## src/hw/rtl/dapt_pkg.sv

```systemverilog
// Shared types, register codes and field layout of the divider and timer block.
`default_nettype none

package dapt_pkg;

    // Default width of the tick counts handled internally
    localparam int DEF_TICK_BITS = 12;

    // Stream field layout
    localparam int TICK_FIELD_W  = 12;
    localparam int IN_DATA_W     = 16;
    localparam int IN_USER_W     = 1;
    localparam int OUT_DATA_W    = 32;
    localparam int OUT_DIV_LSB   = 0;
    localparam int OUT_TIM_LSB   = 8;
    localparam int OUT_IRQ_BIT   = 16;
    localparam int OUT_ANS_LSB   = 17;
    localparam int OUT_ANS_W     = 12;
    localparam int OUT_USED_W    = OUT_ANS_LSB + OUT_ANS_W;

    // Configuration port
    localparam int APB_ADDR_W    = 4;
    localparam int APB_DATA_W    = 32;

    // Timer constants
    localparam int PRESC_W       = 9;
    localparam int CNT_W         = 8;

    typedef enum logic [1:0] {
        REG_TIMER_ENABLE = 2'd0,
        REG_CLOCK_SELECT = 2'd1,
        REG_MODULO_VALUE = 2'd2,
        REG_DOUBLE_SPEED = 2'd3
    } t_reg_idx;

    typedef enum logic {
        ACT_ADVANCE = 1'b0,
        ACT_QUERY   = 1'b1
    } t_action;

    typedef enum logic [1:0] {
        ST_IDLE,
        ST_CALC,
        ST_DIV,
        ST_FIN
    } t_state;

endpackage

`default_nettype wire

```

## src/hw/rtl/divider_and_programmable_timer.sv

```systemverilog
// Top level of the divider and programmable timer block.
//
//  channel   | direction | transaction             | payload
//  ----------+-----------+-------------------------+------------------------------------
//  s_axis    | in        | tvalid & tready         | tdata: tick_count; tuser: action
//  m_axis    | out       | tvalid & tready         | tdata: divider, timer, irq, answer
//  apb       | in        | psel & penable & pwrite | one of four config registers
//
//  Sequence: a query or an advance without timer overflow steps from accept
//  through compute to hand-off. An advance that overflows the timer also
//  reduces the timer sum to the reload remainder, bit-serially on one
//  compare/subtract unit.
//  Reset: synchronous, clears configuration, counters and both handshakes; no
//  clearing pass is needed. A result waiting on a low m_axis_tready holds the
//  sequencer in its hand-off state; the input stays unready until it moves on.
`default_nettype none

module divider_and_programmable_timer
    import dapt_pkg::*;
#(
    parameter int TICK_BITS = DEF_TICK_BITS
) (
    input  wire logic                  i_clk,
    input  wire logic                  i_rst_n,
    // input stream
    input  wire logic                  s_axis_tvalid,
    output logic                       s_axis_tready,
    input  wire logic [IN_DATA_W-1:0]  s_axis_tdata,   // [11:0] tick_count
    input  wire logic [IN_USER_W-1:0]  s_axis_tuser,   // [0] action
    // result stream
    output logic                       m_axis_tvalid,
    input  wire logic                  m_axis_tready,
    output logic [OUT_DATA_W-1:0]      m_axis_tdata,   // [7:0] divider_value,
                                                       // [15:8] timer_value,
                                                       // [16] timer_interrupt,
                                                       // [28:17] ticks_to_overflow
    // configuration port
    input  wire logic                  psel,
    input  wire logic                  penable,
    input  wire logic                  pwrite,
    input  wire logic [APB_ADDR_W-1:0] paddr,
    input  wire logic [APB_DATA_W-1:0] pwdata,
    output logic [APB_DATA_W-1:0]      prdata,
    output logic                       pready
);

    // Internal widths: shifted tick count, divider sum, prescaler sum, its
    // carry-out count, the timer sum and the bit counter of the remainder unit.
    localparam int TW = TICK_BITS;
    localparam int CW = TW + 1;
    localparam int AW = ((TW + 2 > CNT_W) ? TW + 2 : CNT_W) + 1;
    localparam int PW = TW + 8;
    localparam int QW = PW - PRESC_W;
    localparam int XW = ((QW > CNT_W) ? QW : CNT_W) + 1;
    localparam int KW = $clog2(XW);
    localparam int QRY_W = 18;

    t_state r_state, n_state;

    // configuration
    logic       r_enable;
    logic [1:0] r_clk_sel;
    logic [7:0] r_modulo;
    logic       r_dbl;

    // timer state
    logic [7:0]         r_div_frac, n_div_frac;
    logic [PRESC_W-1:0] r_presc,    n_presc;
    logic [7:0]         r_div_cnt,  n_div_cnt;
    logic [7:0]         r_tim_cnt,  n_tim_cnt;

    // captured item and result
    logic          r_action,  n_action;
    logic [TW-1:0] r_ticks,   n_ticks;
    logic          r_irq,     n_irq;
    logic [11:0]   r_answer,  n_answer;

    // remainder unit
    logic [XW-1:0] r_dvd,     n_dvd;
    logic [7:0]    r_rem,     n_rem;
    logic [KW-1:0] r_bit_cnt, n_bit_cnt;

    // output register
    logic                  r_out_valid, n_out_valid;
    logic [OUT_DATA_W-1:0] r_out_data,  n_out_data;

    logic [TW-1:0] w_ticks_in;
    logic          w_in_acc;
    logic          w_cfg_wr;

    // Take the low TICK_BITS bits of the tick field, zero-extended when TICK_BITS is wider.
    if (TW <= TICK_FIELD_W) begin : g_tick_trunc
        assign w_ticks_in = s_axis_tdata[TW-1:0];
    end else begin : g_tick_ext
        assign w_ticks_in = {{(TW - TICK_FIELD_W){1'b0}}, s_axis_tdata[TICK_FIELD_W-1:0]};
    end

    assign s_axis_tready = (r_state == ST_IDLE);
    assign w_in_acc      = s_axis_tvalid && s_axis_tready;
    assign m_axis_tvalid = r_out_valid;
    assign m_axis_tdata  = r_out_data;

    // ------------------------------------------------------------------
    // Configuration port
    // ------------------------------------------------------------------
    assign pready   = 1'b1;
    assign w_cfg_wr = psel && penable && pwrite && pready;

    always_ff @(posedge i_clk) begin
        if (!i_rst_n) begin
            r_enable  <= 1'b0;
            r_clk_sel <= 2'd0;
            r_modulo  <= 8'd0;
            r_dbl     <= 1'b0;
        end else if (w_cfg_wr) begin
            case (t_reg_idx'(paddr[3:2]))
                REG_TIMER_ENABLE: r_enable  <= pwdata[0];
                REG_CLOCK_SELECT: r_clk_sel <= pwdata[1:0];
                REG_MODULO_VALUE: r_modulo  <= pwdata[7:0];
                REG_DOUBLE_SPEED: r_dbl     <= pwdata[0];
                default: ;
            endcase
        end
    end

    always_comb begin
        case (t_reg_idx'(paddr[3:2]))
            REG_TIMER_ENABLE: prdata = {{(APB_DATA_W-1){1'b0}}, r_enable};
            REG_CLOCK_SELECT: prdata = {{(APB_DATA_W-2){1'b0}}, r_clk_sel};
            REG_MODULO_VALUE: prdata = {{(APB_DATA_W-8){1'b0}}, r_modulo};
            REG_DOUBLE_SPEED: prdata = {{(APB_DATA_W-1){1'b0}}, r_dbl};
            default:          prdata = '0;
        endcase
    end

    // ------------------------------------------------------------------
    // Step arithmetic
    // ------------------------------------------------------------------
    logic [1:0]         w_negsel;
    logic [2:0]         w_shift;
    logic [CW-1:0]      w_cnt;
    logic [AW-1:0]      w_acc;
    logic [PW-1:0]      w_p;
    logic [XW-1:0]      w_t;
    logic [8:0]         w_period;
    logic [9:0]         w_c1;
    logic [QRY_W-1:0]   w_c2;
    logic [QRY_W-1:0]   w_c;
    logic [QRY_W-1:0]   w_cap;
    logic [QRY_W-1:0]   w_min;
    logic [11:0]        w_query;
    logic [8:0]         w_shin;
    logic [8:0]         w_rem_next;

    // Prescale shift is ((-sel) mod 4) * 2.
    assign w_negsel = 2'd0 - r_clk_sel;
    assign w_shift  = {w_negsel, 1'b0};

    assign w_cnt    = CW'(r_ticks) << r_dbl;
    assign w_acc    = AW'(r_div_frac) + (AW'(w_cnt) << 1);
    assign w_p      = PW'(r_presc) + (PW'(w_cnt) << w_shift);
    assign w_t      = XW'(r_tim_cnt) + XW'(w_p[PW-1:PRESC_W]);
    assign w_period = 9'd256 - {1'b0, r_modulo};

    // Ticks until the prescaler carries, then full prescaler laps until the timer overflows.
    assign w_c1  = (10'd511 - {1'b0, r_presc} + (10'd1 << w_shift)) >> w_shift;
    assign w_c2  = QRY_W'(8'd255 - r_tim_cnt) << (4'd9 - {1'b0, w_shift});
    assign w_c   = QRY_W'(w_c1) + w_c2;
    assign w_cap = QRY_W'(r_ticks);
    assign w_min = (r_enable && (w_c < w_cap)) ? w_c : w_cap;
    assign w_query = (w_min > QRY_W'(12'hfff)) ? 12'hfff : w_min[11:0];

    // One restoring step of the reload remainder.
    assign w_shin     = {r_rem, r_dvd[XW-1]};
    assign w_rem_next = (w_shin >= w_period) ? (w_shin - w_period) : w_shin;

    // ------------------------------------------------------------------
    // Sequencer
    // ------------------------------------------------------------------
    always_ff @(posedge i_clk) begin
        if (!i_rst_n) begin
            r_state <= ST_IDLE;
        end else begin
            r_state <= n_state;
        end
    end

    always_comb begin
        n_state     = r_state;
        n_div_frac  = r_div_frac;
        n_presc     = r_presc;
        n_div_cnt   = r_div_cnt;
        n_tim_cnt   = r_tim_cnt;
        n_action    = r_action;
        n_ticks     = r_ticks;
        n_irq       = r_irq;
        n_answer    = r_answer;
        n_dvd       = r_dvd;
        n_rem       = r_rem;
        n_bit_cnt   = r_bit_cnt;
        n_out_data  = r_out_data;
        // drop valid once the result is taken
        n_out_valid = r_out_valid && !m_axis_tready;

        case (r_state)
            ST_IDLE: begin
                if (w_in_acc) begin
                    n_action = s_axis_tuser[0];
                    n_ticks  = w_ticks_in;
                    n_state  = ST_CALC;
                end
            end
            ST_CALC: begin
                n_irq   = 1'b0;
                n_state = ST_FIN;
                if (t_action'(r_action) == ACT_QUERY) begin
                    n_answer = w_query;
                end else begin
                    n_answer   = 12'd0;
                    n_div_cnt  = r_div_cnt + 8'(w_acc[AW-1:8]);
                    n_div_frac = w_acc[7:0];
                    if (r_enable) begin
                        n_presc = w_p[PRESC_W-1:0];
                        if (w_t >= XW'(256)) begin
                            // overflow: reduce (t - modulo) mod period serially
                            n_irq     = 1'b1;
                            n_dvd     = w_t - XW'(r_modulo);
                            n_rem     = 8'd0;
                            n_bit_cnt = KW'(XW - 1);
                            n_state   = ST_DIV;
                        end else begin
                            n_tim_cnt = w_t[7:0];
                        end
                    end
                end
            end
            ST_DIV: begin
                n_rem = w_rem_next[7:0];
                n_dvd = r_dvd << 1;
                if (r_bit_cnt == '0) begin
                    n_tim_cnt = r_modulo + w_rem_next[7:0];
                    n_state   = ST_FIN;
                end else begin
                    n_bit_cnt = r_bit_cnt - KW'(1);
                end
            end
            ST_FIN: begin
                // hand the result over once the output register is free
                if (!r_out_valid || m_axis_tready) begin
                    n_out_valid = 1'b1;
                    n_out_data  = {{(OUT_DATA_W-OUT_USED_W){1'b0}},
                                   r_answer, r_irq, r_tim_cnt, r_div_cnt};
                    n_state     = ST_IDLE;
                end
            end
            default: begin
                n_state = ST_IDLE;
            end
        endcase
    end

    always_ff @(posedge i_clk) begin
        if (!i_rst_n) begin
            r_div_frac  <= 8'd0;
            r_presc     <= '0;
            r_div_cnt   <= 8'd0;
            r_tim_cnt   <= 8'd0;
            r_out_valid <= 1'b0;
        end else begin
            r_div_frac  <= n_div_frac;
            r_presc     <= n_presc;
            r_div_cnt   <= n_div_cnt;
            r_tim_cnt   <= n_tim_cnt;
            r_out_valid <= n_out_valid;
        end
    end

    always_ff @(posedge i_clk) begin
        r_action   <= n_action;
        r_ticks    <= n_ticks;
        r_irq      <= n_irq;
        r_answer   <= n_answer;
        r_dvd      <= n_dvd;
        r_rem      <= n_rem;
        r_bit_cnt  <= n_bit_cnt;
        r_out_data <= n_out_data;
    end

endmodule

`default_nettype wire

```

## config.mk

```make
export PLATFORM = sky130hd
export DESIGN_NAME = divider_and_programmable_timer
export DESIGN_NICKNAME = d
export VERILOG_FILES = /design/src/hw/rtl/dapt_pkg.sv /design/src/hw/rtl/divider_and_programmable_timer.sv
export SDC_FILE = /design/constraint.sdc
export NUM_CORES = 1
export LEC_CHECK = 0
export ABC_AREA = 1
export CAP_MARGIN = 20
export CORE_UTILIZATION = 55
export CTS_BUF_LIST = sky130_fd_sc_hd__clkbuf_4
export CTS_CLUSTER_DIAMETER = 200
export CTS_CLUSTER_SIZE = 28
export DETAILED_ROUTE_END_ITERATION = 8
export DONT_BUFFER_PORTS = 1
export HOLD_SLACK_MARGIN = 0.12
export PLACE_DENSITY_LB_ADDON = 0.08
export SYNTH_ARGS = -nofsm -noshare
export SYNTH_HDL_FRONTEND = slang
export SYNTH_SLANG_ARGS = --single-unit
```

## constraint.sdc

```tcl
create_clock -name i_clk -period 10.2 [get_ports i_clk]
set_input_delay 2.04 -clock i_clk [delete_from_list [all_inputs] [get_ports i_clk]]
set_output_delay 2.04 -clock i_clk [all_outputs]
set_load 0.03 [all_outputs]
```

# Yosys cells after proc, flatten, opt, wreduce, memory -nomap -nowiden
# Index checks and enable logic that the tools add are counted.
dict set report op_classes {
  add_sub_neg 15
  mul 0
  n_div 0
  n_lt_le_gt_ge 4
  n_eq_ne 14
  n_shift 5
  muxes 32
  bitwise 2
  n_reduce_logical 25
}
# cell count
set op_table {}
lappend op_table {{$pmux 32 s4} 1}
lappend op_table {{$mux 8} 8}
lappend op_table {{$mux 12} 4}
lappend op_table {{$pmux 8 s2} 2}
lappend op_table {{$pmux 12 s2} 1}
lappend op_table {{$add 9x20->20} 1}
lappend op_table {{$shl 13x3->20} 1}
lappend op_table {{$add 10x18->18} 1}
lappend op_table {{$gt 18x12->1 const B} 1}
lappend op_table {{$lt 18x12->1} 1}
lappend op_table {{$mux 18} 1}
lappend op_table {{$shl 18x4->18} 1}
lappend op_table {{$mux 4} 4}
lappend op_table {{$add 8x14->15} 1}
lappend op_table {{$ne 2x2->1 const B} 7}
lappend op_table {{$reduce_and 2->1} 7}
lappend op_table {{$shl 12x1->13} 1}
lappend op_table {{$add 8x11->12} 1}
lappend op_table {{$ge 12x9->1 const B} 1}
lappend op_table {{$sub 12x8->12} 1}
lappend op_table {{$add 10x10->10} 1}
lappend op_table {{$reduce_and 5->1} 2}
lappend op_table {{$shl 1x3->10 const A} 1}
lappend op_table {{$shr 10x3->10} 1}
lappend op_table {{other kinds (27)} 46}
dict set report totals {
  regBits 127
  latchBits 0
  ramBits 0
  romBits 0
  input_bits 60
  output_inout_bits 67
  word_cells 115
  n_memories 0
}

# Longest topological paths before layout
# Gate-level depths: netlist (run 1).
dict set report depth {
  word_depth 10
  mapped_depth 37
  mapped_depth_nobuf 34
}

# Worst setup path before layout (run 1)
# OpenSTA, ideal clock, no wires.
dict set report synth_timing {
  path_type {reg2reg}
  startpoint {reg r_clk_sel[0]}
  endpoint {reg r_dvd[10], data pin}
  setup_ps 254
  arrival_ps 5481
  t_required_ps 9946
  setup_slack_ps 4465
  path_stages_with_launch 37
  n_path_buf 5
  period_less_slack_ps 5735
  path_cell_list {dfxtp_1 -> buf_6 -> inv_2 -> buf_6 -> clkbuf_1 -> ha_1 -> buf_2 -> buf_1 -> nor3_1 -> ha_1 -> inv_1 -> fa_1 -> inv_1 -> nand3_1 -> nand2_1 -> nand2_1 -> nand2_1 -> nand2_1 -> a21oi_4 -> xor2_1 -> inv_1 -> ha_1 -> nand3_1 -> nand2_1 -> xor2_1 -> ha_1 -> a21o_1 -> a31oi_1 -> nor2_1 -> o21ai_0 -> nand2_1 -> nand2_1 -> a21oi_1 -> nor3_1 -> nand3_1 -> nand3_1 -> nand2_1}
}
dict set report synth_between {
  elab_chain_cells 9
}
# item line_no
set synth_rtl {}
lappend synth_rtl {{start: declaration} divider_and_programmable_timer.sv:62} ;# logic [1:0] r_clk_sel;
lappend synth_rtl {{start signal: assignment} divider_and_programmable_timer.sv:118} ;# REG_CLOCK_SELECT: r_clk_sel <= pwdata[1:0];
lappend synth_rtl {{$sub 1x2->2} divider_and_programmable_timer.sv:156} ;# assign w_negsel = 2'd0 - r_clk_sel;
lappend synth_rtl {{$shl 13x3->20} divider_and_programmable_timer.sv:161} ;# assign w_p = PW'(r_presc) + (PW'(w_cnt) << w_shift);
lappend synth_rtl {{$add 9x20->20} divider_and_programmable_timer.sv:161}
lappend synth_rtl {{$add 8x11->12} divider_and_programmable_timer.sv:162} ;# assign w_t = XW'(r_tim_cnt) + XW'(w_p[PW-1:PRESC_W]);
lappend synth_rtl {{$sub 12x8->12} divider_and_programmable_timer.sv:227} ;# n_dvd = w_t - XW'(r_modulo);
lappend synth_rtl {{$mux 12} divider_and_programmable_timer.sv:224} ;# if (w_t >= XW'(256)) begin
lappend synth_rtl {{$mux 12} divider_and_programmable_timer.sv:222} ;# if (r_enable) begin
lappend synth_rtl {{$mux 12} divider_and_programmable_timer.sv:216} ;# if (t_action'(r_action) == ACT_QUERY) begin
lappend synth_rtl {{$pmux 12 s2} divider_and_programmable_timer.sv:205} ;# case (r_state)
lappend synth_rtl {{via n_dvd[10]} divider_and_programmable_timer.sv:79} ;# logic [XW-1:0] r_dvd, n_dvd;
lappend synth_rtl {{end signal: assignment} divider_and_programmable_timer.sv:283} ;# r_dvd <= n_dvd;
lappend synth_rtl {{end: declaration} divider_and_programmable_timer.sv:79}
# The timed path passes the listed nets, and every way through them passes these cells. The select of a mux whose other input is x is not followed.
# A chain may end at the register's enable or synchronous reset.

# Worst setup path in the final report (run 1)
# Same ends and word-level chain as after synthesis.

==> results of run 1 <==
## Yosys cell counts (6+ instances only)
library cell / n / area (um2)
nand2_1: 261 / 980
inv_1: 186 / 698
nor2_1: 133 / 499
o21ai_0: 95 / 475
ha_1: 94 / 1180
a21oi_1: 88 / 440
nand3_1: 82 / 410
edfxtp_1: 79 / 2370
dfxtp_1: 47 / 941
xor2_1: 41 / 359
buf_4: 29 / 218
xnor2_1: 21 / 184
clkbuf_1: 18 / 67.6
nand2_2: 15 / 93.8
nor3_1: 15 / 75.1
nand4_1: 11 / 68.8
o21bai_1: 11 / 82.6
fa_1: 8 / 160
or2_2: 8 / 50.1
a211oi_1: 7 / 52.6
buf_6: 7 / 78.8
nor2_2: 7 / 43.8
o21ai_1: 7 / 35.0
a31oi_1: 6 / 37.5
## state kept, by name, indices dropped and copies added (netlist names), 8 cells and up
name,flops
r_dvd,12
r_ticks,12
r_tim_cnt,8
r_presc,9
r_answer,12
m_axis_tdata,29
r_modulo,8
r_div_cnt,8
r_rem,8
## worst max path at each step
stage / end / cells after the start / slack, ns / from
5_1_grt: r_dvd[10] / 29 / 2.23 / r_clk_sel[0]
6_report: r_dvd[10] / 29 / 2.96 / r_clk_sel[0]
3_3_place_gp: r_dvd[10] / 29 / 3.10 / r_clk_sel[0]
3_5_place_dp: r_dvd[10] / 29 / 3.07 / r_clk_sel[0]
4_1_cts: r_dvd[10] / 29 / 3.05 / r_clk_sel[0]
2_1_floorplan: r_dvd[10] / 36 / 4.47 / r_clk_sel[0]
## cell type report
type                            count  area share (%)
Antenna cell                        2          0.0484
Clock buffer                       17            1.23
Clock inverter                     15            1.40
Inverter                          192            6.99
Multi-Input combinational cell    983            55.4
Sequential cell                   126            32.0
Tap cell                          229            2.77
Timing Repair Buffer                2           0.145
## layer usage
metal  share of wire [%]  global-route usage (%)  vias up
li1                    -                       -     4335
met1                  47                    33.5     3710
met2                  47                    43.2      191
met3                 3.2                    3.42       37
met4                 2.9                    10.1        0
met5                   0                       0        -
## report_power, final
part	leakage [nW]	total [mW]	internal, mW	switching [mW]
clock	0.141	0.348	0.110	0.238
sequential	1.11	0.796	0.698	0.0983
combinational	3.65	1.05	0.369	0.683
## kinds of logic after synthesis
kind of cell | after synthesis | synth area share [%]
xor+xnor | 62 | 5.39
simple gates | 546 | 23.3
other cells | 2 | 0.0746
compound gates | 245 | 13.8
buf+inv | 254 | 11.3
flops | 126 | 32.9
fa+ha+maj | 102 | 13.3
## cells in the final DEF, fill, tap and decap left out, types with 8 or more instances in the layout
cell,n
a21oi_1,87
clkbuf_4,17
conb_1,28
dfxtp_1,47
edfxtp_1,79
fa_1,8
ha_1,94
inv_1,186
nand2_1,261
nand2_2,15
nand3_1,82
nand4_1,11
nor2_1,133
nor3_1,15
o21ai_0,95
o21bai_1,11
or2_2,8
xnor2_1,21
xor2_1,41
## through the flow
step | hold WS [ns] | cells
floorplan | 0.400 | 1363
global placement | 0.402 | 1532
detailed placement | 0.405 | 1532
CTS | 0.436 | 1564
global route | 0.438 | 1566
finish | 0.434 | 1566
==> run summary, run 1 <==
The total DRC errors in the routed layout is 0. In this run the static leakage power is 4.91 nW. The placeable core region is 18,000 um2. The vertical die dimension came out at 137 um. Summing all multi-input logic gate instances after layout gives 5730 um2. The instance area at placement came out at 10,100 um2. The fraction of the cycle the final worst path needs is 71.0%.

After the first detailed-routing iteration, the DRC count stood at 555. By startpoint and endpoint, the worst setup path is classified as reg2reg. The number of maximum-capacitance violations is 0.

Clock latency on the worst-skew pair, taken at its later pin, is 0.57 ns. The Yosys step of the flow raised 0 warnings. The sequential-to-total area share from yosys stat is 32.9%. The data arrival time at the worst-slack endpoint came out at 7.56 ns.

The vias per cell is 5.28. For this configuration, the core starts out at a cell density of 56.0%. The stage delay of the slowest cell on the critical path came out at 0.93 ns. Clock-pin slew was measured on the worst setup and hold paths at 0.13 ns. The half-perimeter wire length of the detailed placement result came out at 18,300 um. At the pin with the least slew margin, the transition time is 0.999 ns.

Summed over all layers, the global routing overflow is 0. The average instance in the mapped netlist occupies 7.53 um2. Compared with the post-synthesis result, the final layout area differs by 2.75%. The share of async-settable or async-resettable flops after synthesis is 0%. The total count of max-transition violations in the final report came to 0. The flow ran to the end, and the final reports show no timing, DRC or antenna violations.

The post-route total power came out at 2.20 mW. The longest clock path from root to sink contains 2 buffers. Row generation in the floorplan step produced 49 rows. The initial antenna violation count is 1. The maximum VDD drop is 0.183 mV. The critical path contains buffers and inverters numbering 3 combined. The class of the tightest hold or removal check is reg2reg. After filler insertion, the fill cell instance count of the layout stands at 1,763. The final count of negative-setup-slack endpoints is 0.

The first global-routing pass estimated 37,100 um of wire. The category of the worst setup path capture point is a register. The critical path launch point type is a register. For this block, the via count after detailed routing is 8,273. The number of cells on the worst reg-to-reg path is 29. The worst hold path terminates at m_axis_tdata[28].

After layout, the minimum clock period comes to 7.24 ns. The count of endpoints failing hold in the final timing report was 0. Of all nets on the critical path, the largest fanout is 39.

The post-route standard cell area excluding fillers is 10,300 um2. Prior to clock tree synthesis, the placed netlist has a worst setup slack of 3.07 ns. The total length of routed wires is 23,400 um. The number of distinct library cell variants in the gate-level netlist after synthesis is 52. Clock tree synthesis selected as its root buffer the cell clkbuf_4.

The most numerous cell type found on the critical path is nand3_1. Across the whole layout, storage elements account for 3310 um2. The number of levels in the clock H-tree came out at 4. The smallest setup slack after layout came out at 2.96 ns. The number of nets in the finished design is 1,484. The cell with the biggest individual delay on the critical path is ha_1. The utilization of the core after routing came out at 57.6%. The total of buffers placed on input and output ports came out at 0.

The hold path startpoint is r_answer[11]. The first detailed-routing pass ran for 7 iterations. Data on the critical path is required at its endpoint by 10.52 ns.

The post-cts repair resize count is 0. The most instantiated flip-flop cell in the synthesis netlist is edfxtp_1. After synthesis the netlist holds a flip-flop and latch count of 126. The largest clock skew in the final design came out at 0.0249 ns. The post-detailed-route wirelength per cell came out at 14.9 um. The number of CTS-inserted buffers is 17. The power density over the cells is 212 nW/um2. The startpoint identified for the worst register-to-register timing path is r_clk_sel[0].

Pin placement for this block handled 127 I/O pins. The CTS tree is done. The final RePlAce weighted congestion is 0.933. Once the clock tree was built, the setup fixing pass inserted 0 buffers. The aggregate global-route resource usage came out at 25.8%.

The setup check on the worst reg-to-reg path leaves a slack of 2.96 ns. The setup TNS came out at 0 ns. The worst register-to-register path ends at r_dvd[10]. The worst-case headroom to the max-slew limit is 33.3%. The highest achievable clock rate is 0.138 GHz.

The count of flip-flops with a built-in enable after synthesis is 79. The count of hold buffers inserted by post-cts repair is 0. The total standard cell area after synthesis came out at 10,100 um2. The post-synthesis instance total is 1,337. The number of instances on the worst hold path came out at 0.

The share of final-layout standard cells stronger than drive strength 1 came out at 6.37%. Entering global routing, the biggest net connects 40 pins. The total die area is 18,800 um2. The number of antenna-violating nets in the routed design is 0. Setup repair after global routing left no endpoint under its margin.

The TritonCTS sink count is 126. The critical path's top delay family is simple AND/OR/NAND/NOR gates. The die width is 137 um.

The number of global-route vias before repair is 7,443.
Power figures use the tool's default switching activity.
==> run 2: changes to the inputs <==
--- a/config.mk
+++ b/config.mk
@@ -5,7 +5,7 @@
 export SDC_FILE = /design/constraint.sdc
 export NUM_CORES = 1
 export LEC_CHECK = 0
-export ABC_AREA = 1
+export ABC_AREA = 0
 export CAP_MARGIN = 20
 export CORE_UTILIZATION = 55
 export CTS_BUF_LIST = sky130_fd_sc_hd__clkbuf_4
==> constraint.sdc (replaced) <==
create_clock -name i_clk -period 5.8 [get_ports i_clk]
set_input_delay 1.16 -clock i_clk [delete_from_list [all_inputs] [get_ports i_clk]]
set_output_delay 1.16 -clock i_clk [all_outputs]
set_load 0.03 [all_outputs]
==> run 2 against run 1 <==
  * The flow now finishes with violations (setup timing)
  * Combinational power rose by 70%
  * Sequential cell count is the same
  * Maximum frequency grew 22%
  * Sequential power up 75%
  * Critical endpoint is now r_answer[0]
  * Largest cell class unchanged
==> run summary, run 2 <==
The smallest setup slack after layout is -0.113 ns. For this block, the routed nets add up to 24,900 um of wire. The clock insertion delay at the later pin of the skew report is 0.56 ns.

The number of antenna-violating nets in the routed design came out at 0. The initial antenna violation count came out at 2. The cell sitting at the root of the clock tree is a clkbuf_4.

TritonCTS built the clock tree. After routing the design area is 11,300 um2. The fraction of the cycle the final worst path needs is 102%. The adder and majority cell fraction of the synthesized area came out at 13.1%.

The number of maximum-capacitance violations came out at 0. The utilization of the core after routing is 62.8%. The number of cell instances on the worst register-to-register path is 29. The post-CTS clock slew at the launch and capture registers of the worst setup and hold paths came out at 0.12 ns. The area growth from synthesis to final layout is 11.2%. The number of placement rows is 49. In this design, the critical path's most frequently occurring cell is o21ai_1. The most critical setup path has its endpoint at r_answer[0]. The die width came out at 138 um. By area, the combinational part of the netlist is dominated by compound AO/OA/AOI/OAI gates. TritonCTS created 17 clock buffers. The library cell used most frequently in the layout, excluding fill and tap cells, is nand2_1.

The placeable core region came out at 18,000 um2. The total die area is 19,100 um2. The count of flip-flops with a built-in enable after synthesis is 79. The slew at the pin with the worst max-slew slack came out at 0.973 ns.

The biggest area contributor in the post-synthesis netlist is edfxtp_1. The final count of negative-setup-slack endpoints is 12. The total of buffers placed on input and output ports came out at 0. The final RePlAce weighted congestion came out at 0.904. Setup repair after global routing could not meet its margin everywhere.

The number of distinct library cell variants in the gate-level netlist after synthesis came out at 82. The complex-gate fraction of the synthesized area came out at 17.7%. The share of final-layout standard cells stronger than drive strength 1 is 15.4%.

The number of warning messages in the yosys log is 0. The worst setup path is of the reg2reg kind. The class of the tightest hold or removal check is reg2reg. Sorting the synthesized cells by how often they occur yields nand2_1 (115), nor2_1 (96), ha_1 (94).

For this design, the sink count on the clock tree is 126. The share of synthesized area in the top cell type comes to 23.3%. The number of flip-flops in the largest register came out at 29. The leakage power of the design came out at 4.61 nW. The sequential-to-total area share from yosys stat is 32.5%.

The instance area at placement is 10,700 um2. By area the synthesized netlist is led by edfxtp_1 (23%), ha_1 (12%), dfxtp_1 (9.2%). The worst-case IR drop observed on VDD is 0.210 mV.

127 I/O pins were placed. The most instantiated flip-flop cell in the synthesis netlist is edfxtp_1. The startpoint identified for the worst register-to-register timing path is r_clk_sel[1].

The largest driver fanout on the critical path is 6. The final reports fail on setup timing. Entering global routing, the biggest net connects 49 pins.

The floorplan step set the die height to 138 um. The H-tree was split into 4 levels. The worst setup path is launched from a register.

The highest achievable clock rate came out at 0.169 GHz. The number of iterations in the first detailed-routing pass came out at 6. Of the total synthesized cell area, the portion taken by AND, OR, NAND and NOR gates is 17.5%. The stage delay of the slowest cell on the critical path came out at 0.39 ns. The half-perimeter wire length of the detailed placement result is 18,600 um.

The largest buffer count on any clock path came out at 2. Leaving out fill and tap cells, the most frequent cells in the layout are nand2_1 (115), nor2_1 (96), ha_1 (84). The number of nets in the finished design came out at 1,360. STA puts the critical path data arrival time at 6.23 ns. Tracing the worst setup path back leads to its startpoint at r_clk_sel[1]. The critical register-to-register path endpoint is r_answer[0]. For this run the aggregate overflow at the end of global routing stands at 0. The initial utilization of the core area, before any placement, comes to 56.5%. Of the total synthesized cell area, the portion taken by XOR and XNOR cells is 5.92%. The worst setup path is captured at a register. The aggregate global-route resource usage came out at 26.6%.

The mapped netlist covers 10,200 um2. The mean cell area of the mapped netlist is 8.82 um2. The total DRC errors in the routed layout is 0. The total count of max-transition violations in the final report came out at 0. The detailed router's first-iteration violation count came out at 604.

After layout, the minimum clock period comes to 5.91 ns. The share of cell area taken by muxes after synthesis came out at 6.11%. The post-detailed-route wirelength per cell is 17.3 um. The first global-routing pass estimated 40,500 um of wire. Dividing total power by cell area gives a power density of 342 nW/um2. The slack of the worst reg-to-reg path is -0.11 ns. The largest clock skew in the final design is 0.0247 ns. In this run, synthesis produced a sequential element count of 126. The slowest stage of the critical path is the fa_2 cell. The vias per cell came out at 5.78. The count of endpoints failing hold in the final timing report came out at 0. The number of global-route vias before repair is 7,810. The data required time at the worst endpoint came out at 6.11 ns. For this run, asynchronously set or reset flops after synthesis account for 0%. The worst-case headroom to the max-slew limit is 35.2%.

The run finished, with violations left. The most frequent cell after synthesis is nand2_1. The post-synthesis instance total is 1,154. The overall via count from detail_route came out at 8,329.
-- run 2: worst max-delay path, delay by kind of cell (launching register included) --
family,cells,cell delay [ns]
AO/OA/AOI/OAI,10,1.94
XOR/XNOR,2,0.51
adder cells (fa/ha/maj),7,1.56
buffers and inverters,3,0.34
flip-flops,1,0.36
multiplexers,2,0.28
AND/OR/NAND/NOR,5,0.65
-- run 2: metal layers --
metal,wire [um],global-route usage [%],share of wire (%),up-vias
li1,-,-,-,4164
met1,12400,39.3,50,3881
met2,10800,40.2,43,255
met3,1500,4.71,6.0,27
met4,275,6.30,1.1,2
met5,13,0,0.052,-
-- run 2: stage by stage --
| stage | setup TNS [ns] | hold slack [ns] | std cells | total power, mW | setup WS [ns] |
|---|---|---|---|---|---|
| global route | -5.32 | 0.424 | 1441 | 4.14 | -0.362 |
| detailed placement | -3.14 | 0.405 | 1394 | 3.12 | -0.305 |
| floorplan | 0 | 0.400 | 1180 | 2.70 | 0.0118 |
| finish | -0.831 | 0.413 | 1441 | 3.87 | -0.113 |
| global placement | -1.20 | 0.401 | 1394 | 3.08 | -0.154 |
| CTS | -0.00260 | 0.414 | 1429 | 3.84 | -0.00260 |
-- run 2: report_power, final --
part / internal (mW) / switching, mW
logic: 0.731 / 1.04
clock network: 0.354 / 0.348
registers: 1.21 / 0.175
total: 2.30 / 1.57
-- run 2: logic make-up after synthesis --
group                      Yosys count
AOI/OAI and AO/OA                  272
xor gates and xnor gates            68
adders and majority gates          102
buffers and inverters              155
DFF                                126
muxes                               57
other                                2
and+or+nand+nor                    372
-- run 2: cell type report --
class                   instances  area [um2]
well taps                     229         287
clock buffers                  20         150
inverters                      83         314
fillers                      1609        6710
multi-input cells             899        6490
flip-flops and latches        126        3320
diodes                          1        2.50
clock inverters                12         169
repair buffers                 71         588
-- run 2: worst min path at each step --
stage	cells after the start	endpoint	from	slack (ns)
3_3_place_gp	0	m_axis_tdata[18]	r_answer[1]	0.40
5_1_grt	0	m_axis_tdata[23]	r_answer[6]	0.42
3_5_place_dp	0	m_axis_tdata[16]	r_irq	0.40
6_report	0	m_axis_tdata[23]	r_answer[6]	0.41
2_1_floorplan	0	m_axis_tdata[16]	r_irq	0.40
4_1_cts	0	m_axis_tdata[23]	r_answer[6]	0.41
-- run 2: timing repair --
action | in CTS | in global routing
gates cloned | 0 | 2
gates resized for setup | 10 | 46
pin swaps | 6 | 24
setup endpoints to repair | 12 | 49
hold endpoints to repair | 0 | 0
setup buffers | 3 | 9
hold buffers | 0 | 0
